File: src/design/drdr_pkg.sv
// ----------------------------------------------------------------------------
// drdr_pkg: shared types and constants of the dirty-run refresh core
// Holds the panel command codes, register indexes, reset values, the queue
// entry passed from the front end to the back end and the header sequencer.
// ----------------------------------------------------------------------------
package drdr_pkg;

   // Panel command codes.
   localparam logic [15:0] CMD_COLUMN_ADDR = 16'h002A;
   localparam logic [15:0] CMD_PAGE_ADDR   = 16'h002B;
   localparam logic [15:0] CMD_MEM_WRITE   = 16'h002C;

   // Configuration port.
   localparam int unsigned CSR_INDEX_WIDTH = 2;
   localparam int unsigned CSR_DATA_WIDTH  = 10;
   localparam logic [CSR_INDEX_WIDTH-1:0] CSR_DISPLAY_WIDTH = 2'd0;
   localparam logic [CSR_INDEX_WIDTH-1:0] CSR_RUN_EXTENSION = 2'd1;

   localparam logic [9:0] DISPLAY_WIDTH_RESET = 10'd480;
   localparam logic [8:0] RUN_EXTENSION_RESET = 9'd40;

   // Largest column that a 9-bit window address can name.
   localparam logic [8:0] COLUMN_LIMIT = 9'h1FF;

   // Queue between front end and back end.
   localparam int unsigned QUEUE_DEPTH     = 4;
   localparam int unsigned QUEUE_PTR_WIDTH = 2;

   typedef struct packed {
      logic       is_header;   // 1: open a run with a window header
      logic [8:0] row;
      logic [8:0] column;
      logic [8:0] end_column;
      logic [15:0] pixel;
   } queue_entry_type;

   typedef struct packed {
      logic full;
      logic empty;
   } queue_status_type;

   // Bus writes of a run header, in order.
   typedef enum logic [3:0] {
      STEP_COLUMN_CMD,
      STEP_START_HIGH,
      STEP_START_LOW,
      STEP_END_HIGH,
      STEP_END_LOW,
      STEP_PAGE_CMD,
      STEP_ROW_HIGH,
      STEP_ROW_LOW,
      STEP_ROW_END_HIGH,
      STEP_ROW_END_LOW,
      STEP_WRITE_CMD,
      STEP_PIXEL
   } header_step_type;

endpackage

File: src/design/drdr_queue.sv
// ----------------------------------------------------------------------------
// drdr_queue: short work queue between front end and bus sequencer
// Small flip-flop FIFO; push and pop may happen in the same cycle.
// ----------------------------------------------------------------------------
module drdr_queue (
   input  logic                       clock,
   input  logic                       reset,
   input  logic                       push,
   input  drdr_pkg::queue_entry_type  push_entry,
   input  logic                       pop,
   output drdr_pkg::queue_entry_type  head_entry,
   output drdr_pkg::queue_status_type status
);

   localparam int unsigned PW = drdr_pkg::QUEUE_PTR_WIDTH;

   drdr_pkg::queue_entry_type entry_ff [drdr_pkg::QUEUE_DEPTH];
   logic [PW-1:0] wr_ptr_ff, wr_ptr_in;
   logic [PW-1:0] rd_ptr_ff, rd_ptr_in;
   logic [PW:0]   count_ff, count_in;

   assign status.full  = count_ff == (PW+1)'(drdr_pkg::QUEUE_DEPTH);
   assign status.empty = count_ff == '0;
   assign head_entry   = entry_ff[rd_ptr_ff];

   always_comb begin
      wr_ptr_in = push ? wr_ptr_ff + 1'b1 : wr_ptr_ff;
      rd_ptr_in = pop ? rd_ptr_ff + 1'b1 : rd_ptr_ff;
      count_in  = count_ff + (PW+1)'(push) - (PW+1)'(pop);
   end

   always_ff @(posedge clock) begin
      if (reset) begin
         wr_ptr_ff <= '0;
         rd_ptr_ff <= '0;
         count_ff  <= '0;
      end else begin
         wr_ptr_ff <= wr_ptr_in;
         rd_ptr_ff <= rd_ptr_in;
         count_ff  <= count_in;
      end
   end

   always_ff @(posedge clock) begin
      if (push) begin
         entry_ff[wr_ptr_ff] <= push_entry;
      end
   end

endmodule

File: config.mk
export PLATFORM = sky130hd
export DESIGN_NAME = drdr_queue
export DESIGN_NICKNAME = d
export VERILOG_FILES = /design/src/design/drdr_pkg.sv /design/src/design/drdr_queue.sv
export SDC_FILE = /design/constraint.sdc
export NUM_CORES = 1
export LEC_CHECK = 0
export ABC_AREA = 1
export BUFFER_PORTS_ARGS = -buffer_cell sky130_fd_sc_hd__buf_4
export CORE_MARGIN = 1
export CORE_UTILIZATION = 50
export CTS_CLUSTER_SIZE = 10
export DETAILED_ROUTE_END_ITERATION = 6
export PLACE_DENSITY_LB_ADDON = 0.05
export SYNTH_ARGS = -nofsm -noshare
export SYNTH_HDL_FRONTEND = slang
export SYNTH_SLANG_ARGS = --single-unit
File: constraint.sdc
create_clock -name clock -period 2.4 [get_ports clock]
set_clock_uncertainty 0.05 [all_clocks]
set_input_delay 0.36 -clock clock [delete_from_list [all_inputs] [get_ports clock]]
set_output_delay 0.36 -clock clock [all_outputs]
set_load 0.02 [all_outputs]
==> summary.md <==
| Metric | Value |
|---|---|
| Largest net degree at the start of global routing | `113` |
| Final ANT Viol Nets | `0` |
| Diodes inserted | `0` |
| Clock Latency Late Sink | `410 ps` |
| CTS root buf | `clkbuf_16` |
| PwrDens | `828 nW/um2` |
| Syn Inst Count | `571` |
| Total vias in the final route | `4249` |
| Clock sinks | `185` |
| Wirelength, routed | `12400 um` |
| Fillers | `1133` |
| Final setup TNS | `0 ps` |
| Critical Path RT | `1990 ps` |
| Slew HR | `64.8%` |
| Crit path max fanout | `112` |
| Hold depth | `2` |
| Worst Hold Class | `in -> reg` |
| Die Y | `124 um` |
| Placed cell count | `829` |
| Routed WL per cell | `14.4 um` |
| Total GRT Usage | `17.5%` |
| Routed vias/inst | `4.93` |
| Netlist cell types | `17` |
| Fin cells | `861` |
| Hold Crit Start | `reset` |
| Post-synth top area cell | `edfxtp_1` |
| HPWL Detailed | `7310 um` |
| Pleak | `3.49 nW` |
| Warnings from Yosys | `0` |
| Post-Syn Area | `7380 um2` |
| Tcrit/Tclk final | `86.0%` |
| Die width | `124 um` |
| Overflow after GRT | `0` |
| Final core occ | `61.0%` |
| CTS clk-pin slew, worst paths | `60 ps` |
| NumNets Final | `719` |
| Gpl congestion | `0.702` |
| CTS tree | `yes` |
| Setup-failing EPs final | `0` |
| Synth Area per Inst | `12.9 um2` |
| Drt initial violations | `270` |
| CP Launch Type | `flip-flop` |
| Layout cells sized above 1 | `20.2%` |
| Register area | `5470 um2` |
| CTS max path bufs | `2` |
| Crit path DAT | `1660 ps` |
| Worst Tran Pin Value | `528 ps` |
| Starting Density | `51.0%` |
| CTS buffer count | `17` |
| Setup crit end kind | `output pin` |
| FMAX | `484 MHz` |
| Global-route wire length before repair | `19400 um` |
| CTS Hold Buffers Added | `0` |
| Sequential element share of the synthesized area | `74.0%` |
| Vias in the first global route | `3961` |
| Final Slew Violations | `0` |
| Port Buffers | `93` |
| Htree depth | `4` |
| Fin. Hold Viols | `0` |
| # IOs | `94` |
| Minimum clock period | `2070 ps` |
| Unrepaired setup endpoints after global routing | `no` |
| Critical path type | `reg -> out` |
| Flops & latches, synth | `185` |
| Maxcap violations | `0` |
| Core area | `14500 um2` |
| R2r startpoint | `wr_ptr_ff[1]$_SDFFE_PP0P_` |
| Synthesized net count | `626` |
| Remaining DRCs | `0` |
| Post_cts resized | `0` |
| Area Growth Syn to Fin | `19.6%` |
| Row count | `44` |
| Initial antenna violation count | `0` |
| First drt pass iteration count | `5` |
| Yosys top cell area share | `71.6%` |
| R2r worst-path depth | `5` |
| Setup Buffers After CTS | `0` |
| Area of the multi-input gates | `1300 um2` |
| Status | `complete, no violations` |
| Synth area leaders | `edfxtp_1 72%, inv_1 5.3%, nand2_1 4.9%` |
| Peak supply drop | `436 uV` |
| Die Footprint | `15300 um2` |
## final cells by class
class                      instances  area share, %
multi-input combinational        251           14.7
tap                              184           2.61
clock inverter                    13           1.73
timing repair buffer             104           9.55
clock buffer                      19           4.90
inverter                         105           4.46
sequential                       185           62.0
## cell usage in the layout, fill, tap and decap left out, types with 4 or more instances in the layout
cell type,count
a21oi_1,50
buf_12,5
buf_4,99
clkbuf_16,17
dfxtp_1,7
edfxtp_1,176
ha_1,6
inv_1,101
inv_2,4
nand2_1,96
nor2_1,4
o211ai_1,44
o21ai_0,38
o21ai_1,10
## metrics by stage
step                      cell area, um2  worst slack [ps]  hold slack, ps  power (mW)
after global placement              8240               677             394        4.65
final                               8830               335            66.7        7.31
after floorplan                     7380               500             381        4.31
after detailed placement            8240               653             402        4.67
after CTS                           8830               308            43.2        7.40
after global routing                8830               197            48.7        7.62
## where the power goes
| part | internal, mW | leakage [nW] | total (mW) | switching [mW] |
|---|---|---|---|---|
| registers | 3.69 | 1.69 | 3.73 | 0.0420 |
| logic | 0.330 | 1.51 | 0.858 | 0.528 |
| clock network | 1.63 | 0.280 | 2.72 | 1.09 |
| total | 5.65 | 3.49 | 7.31 | 1.66 |
## sequential cells by signal, indices dropped and copies added (netlist names), named ones only
register	flops
rd_ptr_ff	2
wr_ptr_ff	2
entry_ff	176
count_ff	3
## worst max-delay path, stage by stage, from the launching register on
cell and delay, ps:
dfxtp_4 370, buf_12 330, a21oi_1 120, o21ai_0 80, nand2_1 110, buf_4 170
## cells by family (layout without fill, tap and decap cells)
logic type | after synthesis | in the layout | share of synthesized area [%]
flops | 185 | 185 | 74.0
simple gates | 102 | 102 | 5.22
compound gates | 142 | 142 | 11.1
fa+ha+maj | 7 | 7 | 1.29
buf+inv | 135 | 241 | 8.34
## cell usage after synthesis, drive strengths merged
cell and number:
a21oi 50, buf 28, clkbuf 2, dfxtp 9, edfxtp 176, fa 1
ha 6, inv 105, nand2 96, nand3 1, nor2 4, nor3 1
o211ai 44, o21ai 48
## path summary, 6_finish.rpt
check | endpoint | slack (ps)
max | head_entry[1] | 330
min reg2reg | flip-flop | 410
max reg2reg | entry_ff[1][12]$_DFFE_PP_ | 760
min | count_ff[0]$_SDFF_PP0_ | 70
## routing by layer
| metal | track usage [%] | vias to the layer above | wire [um] |
|---|---|---|---|
| met2 | 28.2 | 88 | 6290 |
| met4 | 7.68 | 0 | 106 |
| met1 | 22.0 | 2000 | 5360 |
| met3 | 5.35 | 7 | 641 |
| li1 | - | 2154 | - |
| met5 | 0 | - | 0 |
Note: power is estimated with default switching activity, not from simulation.
