[config.mk]
export PLATFORM = sky130hd
export DESIGN_NAME = drdr_back
export DESIGN_NICKNAME = d
export VERILOG_FILES = /design/src/design/drdr_pkg.sv /design/src/design/drdr_back.sv
export SDC_FILE = /design/constraint.sdc
export NUM_CORES = 1
export LEC_CHECK = 0
export BUFFER_PORTS_ARGS = -buffer_cell sky130_fd_sc_hd__buf_2
export CORE_MARGIN = 2
export CORE_UTILIZATION = 30
export CTS_CLUSTER_SIZE = 16
export DETAILED_ROUTE_END_ITERATION = 16
export PLACE_DENSITY = 0.64
export SLEW_MARGIN = 20
export SYNTH_ARGS = -nofsm -noshare
export SYNTH_HDL_FRONTEND = slang
export SYNTH_SLANG_ARGS = --single-unit
[constraint.sdc]
create_clock -name clock -period 2.9 [get_ports clock]
set_input_delay 0.435 -clock clock [delete_from_list [all_inputs] [get_ports clock]]
set_output_delay 0.435 -clock clock [all_outputs]
set_load 0.02 [all_outputs]
[src/design/drdr_pkg.sv]
// ----------------------------------------------------------------------------
// drdr_pkg: shared types and constants of the dirty-run refresh core
// Holds the panel command codes, register indexes, reset values, the queue
// entry passed from the front end to the back end and the header sequencer.
// ----------------------------------------------------------------------------
package drdr_pkg;

   // Panel command codes.
   localparam logic [15:0] CMD_COLUMN_ADDR = 16'h002A;
   localparam logic [15:0] CMD_PAGE_ADDR   = 16'h002B;
   localparam logic [15:0] CMD_MEM_WRITE   = 16'h002C;

   // Configuration port.
   localparam int unsigned CSR_INDEX_WIDTH = 2;
   localparam int unsigned CSR_DATA_WIDTH  = 10;
   localparam logic [CSR_INDEX_WIDTH-1:0] CSR_DISPLAY_WIDTH = 2'd0;
   localparam logic [CSR_INDEX_WIDTH-1:0] CSR_RUN_EXTENSION = 2'd1;

   localparam logic [9:0] DISPLAY_WIDTH_RESET = 10'd480;
   localparam logic [8:0] RUN_EXTENSION_RESET = 9'd40;

   // Largest column that a 9-bit window address can name.
   localparam logic [8:0] COLUMN_LIMIT = 9'h1FF;

   // Queue between front end and back end.
   localparam int unsigned QUEUE_DEPTH     = 4;
   localparam int unsigned QUEUE_PTR_WIDTH = 2;

   typedef struct packed {
      logic       is_header;   // 1: open a run with a window header
      logic [8:0] row;
      logic [8:0] column;
      logic [8:0] end_column;
      logic [15:0] pixel;
   } queue_entry_type;

   typedef struct packed {
      logic full;
      logic empty;
   } queue_status_type;

   // Bus writes of a run header, in order.
   typedef enum logic [3:0] {
      STEP_COLUMN_CMD,
      STEP_START_HIGH,
      STEP_START_LOW,
      STEP_END_HIGH,
      STEP_END_LOW,
      STEP_PAGE_CMD,
      STEP_ROW_HIGH,
      STEP_ROW_LOW,
      STEP_ROW_END_HIGH,
      STEP_ROW_END_LOW,
      STEP_WRITE_CMD,
      STEP_PIXEL
   } header_step_type;

endpackage

[src/design/drdr_back.sv]
// ----------------------------------------------------------------------------
// drdr_back: bus write sequencer
// Turns each queue entry into panel bus writes: twelve for a run header,
// one for a pixel inside a run, through a registered output stage.
// ----------------------------------------------------------------------------
module drdr_back (
   input  logic                       clock,
   input  logic                       reset,
   input  drdr_pkg::queue_entry_type  head_entry,
   input  drdr_pkg::queue_status_type queue_status,
   output logic                       queue_pop,
   output logic                       rsp_valid,
   input  logic                       rsp_stall,
   output logic                       rsp_is_command,
   output logic [15:0]                rsp_bus_value,
   output logic                       rsp_last
);

   drdr_pkg::header_step_type step_ff, step_in;

   logic        rsp_valid_ff, rsp_valid_in;
   logic        rsp_is_command_ff;
   logic [15:0] rsp_bus_value_ff;
   logic        rsp_last_ff;

   logic        head_valid;
   logic        load;
   logic        word_is_command;
   logic [15:0] word_value;
   logic        word_last;

   assign head_valid = !queue_status.empty;
   assign load       = !rsp_valid_ff || !rsp_stall;
   assign queue_pop  = load && head_valid && word_last;

   // Next step of the header sequence.
   always_comb begin
      step_in = step_ff;
      if (load && head_valid && head_entry.is_header) begin
         if (step_ff == drdr_pkg::STEP_PIXEL) begin
            step_in = drdr_pkg::STEP_COLUMN_CMD;
         end else begin
            step_in = drdr_pkg::header_step_type'(4'(step_ff + 4'd1));
         end
      end
   end

   // Bus word for the current step.
   always_comb begin
      word_is_command = 1'b0;
      word_value      = head_entry.pixel;
      word_last       = 1'b1;
      if (head_entry.is_header) begin
         word_last = 1'b0;
         unique case (step_ff)
            drdr_pkg::STEP_COLUMN_CMD: begin
               word_is_command = 1'b1;
               word_value      = drdr_pkg::CMD_COLUMN_ADDR;
            end
            drdr_pkg::STEP_START_HIGH:   word_value = {15'd0, head_entry.column[8]};
            drdr_pkg::STEP_START_LOW:    word_value = {8'd0, head_entry.column[7:0]};
            drdr_pkg::STEP_END_HIGH:     word_value = {15'd0, head_entry.end_column[8]};
            drdr_pkg::STEP_END_LOW:      word_value = {8'd0, head_entry.end_column[7:0]};
            drdr_pkg::STEP_PAGE_CMD: begin
               word_is_command = 1'b1;
               word_value      = drdr_pkg::CMD_PAGE_ADDR;
            end
            drdr_pkg::STEP_ROW_HIGH,
            drdr_pkg::STEP_ROW_END_HIGH: word_value = {15'd0, head_entry.row[8]};
            drdr_pkg::STEP_ROW_LOW,
            drdr_pkg::STEP_ROW_END_LOW:  word_value = {8'd0, head_entry.row[7:0]};
            drdr_pkg::STEP_WRITE_CMD: begin
               word_is_command = 1'b1;
               word_value      = drdr_pkg::CMD_MEM_WRITE;
            end
            drdr_pkg::STEP_PIXEL: begin
               word_value = head_entry.pixel;
               word_last  = 1'b1;
            end
            default: begin
               word_value = head_entry.pixel;
               word_last  = 1'b1;
            end
         endcase
      end
   end

   assign rsp_valid_in = load ? head_valid : rsp_valid_ff;

   always_ff @(posedge clock) begin
      if (reset) begin
         step_ff      <= drdr_pkg::STEP_COLUMN_CMD;
         rsp_valid_ff <= 1'b0;
      end else begin
         step_ff      <= step_in;
         rsp_valid_ff <= rsp_valid_in;
      end
   end

   always_ff @(posedge clock) begin
      if (load && head_valid) begin
         rsp_is_command_ff <= word_is_command;
         rsp_bus_value_ff  <= word_value;
         rsp_last_ff       <= word_last;
      end
   end

   assign rsp_valid      = rsp_valid_ff;
   assign rsp_is_command = rsp_is_command_ff;
   assign rsp_bus_value  = rsp_bus_value_ff;
   assign rsp_last       = rsp_last_ff;

endmodule

==> results by stage, run 1 <==
CTS:
- Hold repair after CTS inserted 0 buffers.
- The insertion delay of the later-clocked pin in the worst-skew pair is 0.26 ns.
- The number of H-tree branching levels is 1.
- The number of sinks driven by the clock tree is 23.
- The number of buffers inserted during clock tree synthesis is 3.
- The root cell of the clock tree is clkbuf_8.
- TritonCTS built the clock tree.
- The clock passes through at most 2 buffers.
- After clock tree synthesis, the repair step resized 0 gates.
- The clock-pin transition on the worst setup and hold timing paths is 0.09 ns.
- The total setup buffers inserted after CTS is 0.

STA:
- Once routing completed, OpenROAD measured the worst setup slack at 0.2802 ns.
- The ratio of final minimum period to clock period is 90.34%.
- The total negative slack for setup checks is 0 ns.
- The count of final setup violators is 0.
- Setup repair after global routing left no endpoint under its margin.
- The count of final hold-check violations is 0.
- Timing would allow up to 381.7 MHz.
- At the pin with the least slew margin, the transition time is 0.6119 ns.
- The final max-slew violation count is 0.
- The worst slew margin relative to its limit is 59.12%.
- On the final layout, the worst clock skew is 0.006742 ns.
- The minimum period implied by the final worst setup slack is 2.620 ns.

Power and ir drop:
- The leakage power total is 0.7185 nW.
- Power spread over the standard cell area amounts to 437.8 nW/um2.
- The peak ir drop on the vdd network is 0.1703 mV.

Global routing:
- The total overflow left after global routing is 0.
- The initial antenna violation count came to 0.
- Global routing used 13.40% of the available tracks across all layers.
- Global routing consumed, on the met1 layer, 17.47% of the routing resources.
- Entering global routing, the biggest net connects 24 pins.
- The number of global-route vias before repair is 1,164.
- The most crowded layer after global routing is met2.
- The global-route track usage on met3 is 4.240%.
- In the global route stage, met2 resource usage came out at 21.90%.
- The wire length of the first global-routing pass is 5285 um.

Setup path:
- The count of cells along the worst register-to-register path is 6.
- The kind of capture point of the worst setup path is an output pin.
- The endpoint required time on the critical path is 2.47 ns.
- In this run the worst path has a maximum fanout of 13.
- The arrival time at the worst endpoint is 2.18 ns.
- The category of the most critical setup path is flip-flop to output pin.
- The startpoint class of the critical path is a flip-flop.

Place:
- Detailed placement finished with a half-perimeter wire length of 2465 um.
- Counting tap cells, the placed design contains a total of 231 instances.
- Once placement finished, the instance area stood at 1650 um2.
- The setup slack at placement is 0.5829 ns.
- The number of buffer cells added on primary ports is 67.
- The routability-driven placement congestion ratio is 0.7490.

Logic synthesis:
- The post-synthesis instance total is 119.
- In this run the cell area of the synthesized design comes to 1271 um2.
- A synthesized cell averages 10.68 um2.
- In the post-synthesis netlist, the cell with the most instances is edfxtp_1.
- The number of nets handed over by synthesis was 172.
- The proportion of synthesized chip area in sequential cells is 50.39%.
- After synthesis the netlist holds a flip-flop and latch count of 23.
- By count the netlist is led by 18 x edfxtp_1, 16 x nand2_1, 10 x and2_1.
- The count of flip-flops with a built-in enable after synthesis is 18.
- By area the synthesized netlist is led by edfxtp_1 43%, dfxtp_1 7.9%, and2_1 4.9%.
- In the synthesized netlist the async set-or-reset flop fraction comes to 0%.
- Yosys printed 0 warnings.
- The biggest area consumer among synthesized cells is edfxtp_1.
- The area share of the largest cell type after synthesis is 42.52%.
- In the synthesized netlist the dominant register cell turns out to be edfxtp_1.
- The netlist uses 37 different library cells.

Floorplanning:
- In this run the core area contains 23 standard-cell rows.
- The core region is 4029 um2.
- The die span in y is 69.10 um.
- Once the floorplan was initialized, standard cells occupied 31.55% of the core.
- The floorplan step defined a die boundary enclosing 4774 um2.
- Measured along the x axis, the die boundary spans 69.10 um.
- The I/O pin count is 69.

Final layout:
- The post-route netlist has 42.16% of its cells at a drive strength greater than 1.
- The count of antenna diodes in the layout is 0.
- After filler insertion, the fill cell instance count of the layout stands at 408.
- The net count of the finished layout is 239.
- Compared with the post-synthesis result, the final layout area differs by 33.37%.
- The finished layout holds 235 standard cells, fillers aside.
- The cell area after layout is 1695 um2.

Routing:
- The number of nets with antenna violations after detailed routing is 0.
- The remaining routing DRC violations is 0.
- The detailed-router iteration count before antenna repair is 4.
- The first-iteration detailed-routing DRC count is 49.
- The via count is 1,153.
- The average wire per cell in the routed design is 13.67 um.
- The via-per-instance ratio is 4.906.
- Wires add up to 3213 um.

Hold path:
- Counting instances, the worst hold path has a depth of 2.
- The classification of the worst-slack hold path is primary input to flip-flop.

Flow run:
- The tool flagged a number of max-cap violations equal to 0.

Run status:
- The run finished with clean final reports.
kinds of logic after synthesis:
group                      synth area share (%)
and+or+nand+nor                           16.93
AOI/OAI and AO/OA                         22.34
muxes                                     2.559
adders and majority gates                 3.937
buffers and inverters                     3.838
DFF                                       50.39
critical path: stages (launching register included):
cell       delay, ns
dfxtp_1         0.43
inv_1           0.09
ha_1            0.36
or4b_1          0.58
o2111ai_4       0.14
and2_1          0.17
buf_2           0.16
routing by layer:
| layer | vias to the layer above | share of wire [%] |
|---|---|---|
| met3 | 2 | 7.5 |
| met1 | 524 | 46 |
| met4 | 0 | 0.31 |
| met2 | 43 | 47 |
| met5 | - | 0 |
| li1 | 584 | - |
sequential cells by signal, summed over array words and instances (netlist names):
| register | count |
|---|---|
| rsp_bus_value | 16 |
| rsp_is_command | 1 |
| rsp_last | 1 |
| rsp_valid | 1 |
| step_ff | 4 |
worst paths after layout:
kind | from | endpoint | slack (ns)
setup / recovery | step_ff[0] | queue_pop | 0.28
hold / removal | queue_status[0] | rsp_valid | 0.36
setup reg to reg | step_ff[0] | rsp_bus_value[6] | 0.62
hold reg to reg | rsp_valid | rsp_valid | 0.50
final cells by class:
type	count	area [um2]	share of cell area (%)
multi-input combinational	85	581.8	34.32
tap	50	62.56	3.690
timing repair buffer	69	350.3	20.66
sequential	23	640.6	37.79
inverter	4	15.01	0.8856
clock buffer	4	45.04	2.657
report_power, final:
part / switching (W) / internal [W]
registers: 0.00000680 / 0.000382
clock network: 0.000104 / 0.0000980
logic: 0.0000868 / 0.0000646
total: 0.000197 / 0.000545
stage by stage:
stage          hold slack (ns)  util (%)  total power (W)
6_report                0.3627     42.08        0.0007422
5_1_grt                 0.3696     42.08        0.0007780
4_1_cts                 0.3589     42.08        0.0007495
3_5_place_dp            0.4772     40.96        0.0005500
3_3_place_gp            0.4683     40.96        0.0005479
2_1_floorplan           0.4751         -        0.0004821
layout by cell type (no fill, tap or decap), drive strengths merged:
cell	synthesis	layout
a211oi	3	3
a21o	1	1
a21oi	5	5
a221o	1	1
a221oi	3	3
a22oi	5	5
a311o	1	1
a31oi	2	2
a32o	5	5
and2	10	10
buf	3	69
clkbuf	4	4
clkinv	1	1
dfxtp	5	5
edfxtp	18	18
ha	4	4
inv	3	3
mux2	2	2
mux2i	1	1
nand2	16	16
nand3	3	3
nand3b	1	1
nor2	4	4
nor2b	2	2
nor3	1	1
nor4	1	1
o2111ai	1	1
o21a	1	1
o21ai	9	9
or4	2	2
or4b	1	1
Note: power is estimated with default switching activity, not from simulation.
==> run 2: changes to the inputs <==
- RECOVER_POWER: unset -> 50
==> results by stage, run 2 (synthesis gave the netlist of run 1 again) <==
Final layout:
- In the layout the commonest cells are 48 x buf_2, 21 x clkbuf_1, 18 x edfxtp_1.
- The leading cell type in the layout, fill and taps excluded is buf_2.
- The count of antenna diodes in the layout was 0 (unchanged).
- The number of standard cells in the final layout excluding fillers is 235 (unchanged).
- The flip-flop count of the largest register, all copies and words added is 16 (unchanged).
- The layout net count was 239 (unchanged).
- The synthesis-to-layout area growth is 30.91%.
- The share of final-layout standard cells stronger than drive strength 1 is 30.81% (-11 points).
- The cell area after layout is 1664 um2 (-1.8%).
- The core utilization of the finished layout was 41.30% (-0.78 points).

STA:
- The minimum period implied by the final worst setup slack is 2.618 ns (-0.002016 ns).
- The ratio of final minimum period to clock period is 90.27% (about the same).
- The count of final hold-check violations came to 0 (unchanged).
- The maximum clock frequency came to 382.0 MHz (about the same).
- The final max-slew violation count was 0 (unchanged).
- The total negative slack for setup checks is 0 ns (unchanged).
- Setup repair after global routing left no endpoint under its margin.
- The transition at the pin with the smallest max-transition slack is 1.003 ns (+0.3911 ns).
- The count of final setup violators is 0 (unchanged).
- The clock skew is 0.007403 ns (+0.0006611 ns).
- The worst slew margin relative to its limit is 33.13% (-26 points).

Routing:
- The detailed-router iteration count before antenna repair is 4 (unchanged).
- The remaining routing DRC violations is 0 (unchanged).
- The via count is 1,161 (+0.69%).
- The via-per-instance ratio is 4.940 (+0.69%).
- The first-iteration detailed-routing DRC count is 54 (+10%).
- The average wire per cell in the routed design was 13.82 um (+1.1%).
- The number of nets with antenna violations after detailed routing is 0 (unchanged).
- The final wirelength came to 3247 um (+1.1%).

CTS:
- The number of buffers on the longest clock path is 2 (unchanged).
- The number of gates given a new drive strength after cts is 0 (unchanged).
- The clock-pin transition on the worst setup and hold timing paths is 0.09 ns (about the same).
- The number of H-tree branching levels came to 1 (unchanged).
- The number of buffers inserted for hold repair after clock tree synthesis is 0 (unchanged).
- The TritonCTS clock tree is done.
- The number of sinks driven by the clock tree was 23 (unchanged).
- The insertion delay of the later-clocked pin in the worst-skew pair is 0.26 ns (about the same).
- The total setup buffers inserted after CTS is 0 (unchanged).
- The tree is rooted in a clkbuf_8.
- The number of buffers inserted during clock tree synthesis is 3 (unchanged).

Setup path:
- The beginning of the worst register-to-register path is step_ff[0].
- The top cell family by delay on the critical path is simple AND/OR/NAND/NOR gates.
- On the critical path, the stage with the largest delay is an instance of or4b_1.
- The arrival time at the worst endpoint came to 2.18 ns (about the same).
- The startpoint class of the critical path is a flip-flop.
- The worst register-to-register path ends at rsp_bus_value[6].
- The signal on the critical path passes through inv_1 -> ha_1 -> or4b_1 -> o2111ai_4 -> and2_1 -> buf_2.
- The kind of capture point of the worst setup path is an output pin.
- The count of cells along the worst register-to-register path was 6 (unchanged).
- The endpoint required time on the critical path is 2.47 ns (about the same).
- The register-to-register path setup slack is 0.62 ns (about the same).
- The worst stage delay on the critical path is 0.58 ns (about the same).
- The total buffers and inverters traversed by the critical path is 2 (unchanged).
- The highest fanout seen on the critical path came to 13 (unchanged).
- The category of the most critical setup path is flip-flop to output pin.

Global routing:
- The total routing usage reported by global routing is 13.40% (unchanged).
- The wire length of the first global-routing pass is 5285 um (unchanged).
- The number of global-route vias before repair is 1,164 (unchanged).
- The largest net degree at the start of global routing is 24 (unchanged).
- The overall overflow remaining after global route came to 0 (unchanged).
- The initial antenna violation count came to 0 (unchanged).

Place:
- The cell area after placement is 1650 um2 (unchanged).
- The detailed placement HPWL came to 2465 um (unchanged).
- The number of instances in the placed design is 231 (unchanged).
- The number of buffer cells added on primary ports is 67 (unchanged).
- The routability-driven placement congestion ratio is 0.7490 (unchanged).

Floorplanning:
- The die span in y is 69.10 um (unchanged).
- The effective utilization at floorplan is 31.55% (unchanged).
- The die span in x was 69.10 um (unchanged).
- The I/O pin count is 69 (unchanged).
- The core outline area is 4029 um2 (unchanged).
- The die area is 4774 um2 (unchanged).
- The row count is 23 (unchanged).

Hold path:
- The number of cells traversed by the worst hold path is 2 (unchanged).
- The worst min-delay path endpoint is rsp_valid.
- The tightest min-delay check is of the primary input to flip-flop type.
- The worst hold path begins at queue_status[0].

Run status:
- The run finished with clean final reports.

Power and ir drop:
- The peak ir drop on the vdd network was 0.1701 mV (-0.14%).
- The power density of the placed cells came to 442.9 nW/um2 (+1.2%).
- The leakage power total came to 0.6585 nW (-8.3%).

Flow run:
- The max-cap violation count is 0 (unchanged).
[run 2: per-stage QoR]
stage / worst slack, ns / hold slack [ns] / power [W]
floorplan: 0.6552 / 0.4751 / 0.0004821
global placement: 0.5908 / 0.4683 / 0.0005479
detailed placement: 0.5829 / 0.4772 / 0.0005500
CTS: 0.2854 / 0.3589 / 0.0007495
global route: 0.1901 / 0.3605 / 0.0007721
finish: 0.2822 / 0.3496 / 0.0007371
[run 2: layout make-up]
type	instances	area, um2
fillers	419	2365
inverters	4	15.01
well taps	50	62.56
flip-flops and latches	23	640.6
multi-input cells	85	578.1
clock buffers	4	45.04
repair buffers	69	322.8
[run 2: metal layers]
layer,wire (um),track usage [%],up-vias
met2,1498,21.90,41
met5,0,0,-
li1,-,-,584
met4,10,2.614,0
met3,239,4.240,2
met1,1498,17.47,534
[run 2: power breakdown]
group	switching, W	total [W]	internal [W]
sequential	0.00000740	0.000390	0.000383
combinational	0.0000870	0.000145	0.0000580
clock	0.000104	0.000202	0.0000980
total	0.000198	0.000737	0.000539
[run 2: worst max-delay path by stage]
stage	startpoint	endpoint	cells after the start
after CTS	step_ff[0]	queue_pop	6
after detailed placement	step_ff[0]	queue_pop	6
after floorplan	step_ff[0]	queue_pop	6
after global placement	step_ff[0]	queue_pop	6
after global routing	step_ff[0]	queue_pop	6
final	step_ff[0]	queue_pop	6
[run 2: worst register-to-register path, delay by kind of cell (launching register included)]
family / cells / cell delay, ns
AND/OR/NAND/NOR: 1 / 0.58
flip-flops: 1 / 0.43
buffers and inverters: 2 / 0.39
adder cells (fa/ha/maj): 1 / 0.36
AO/OA/AOI/OAI: 2 / 0.28
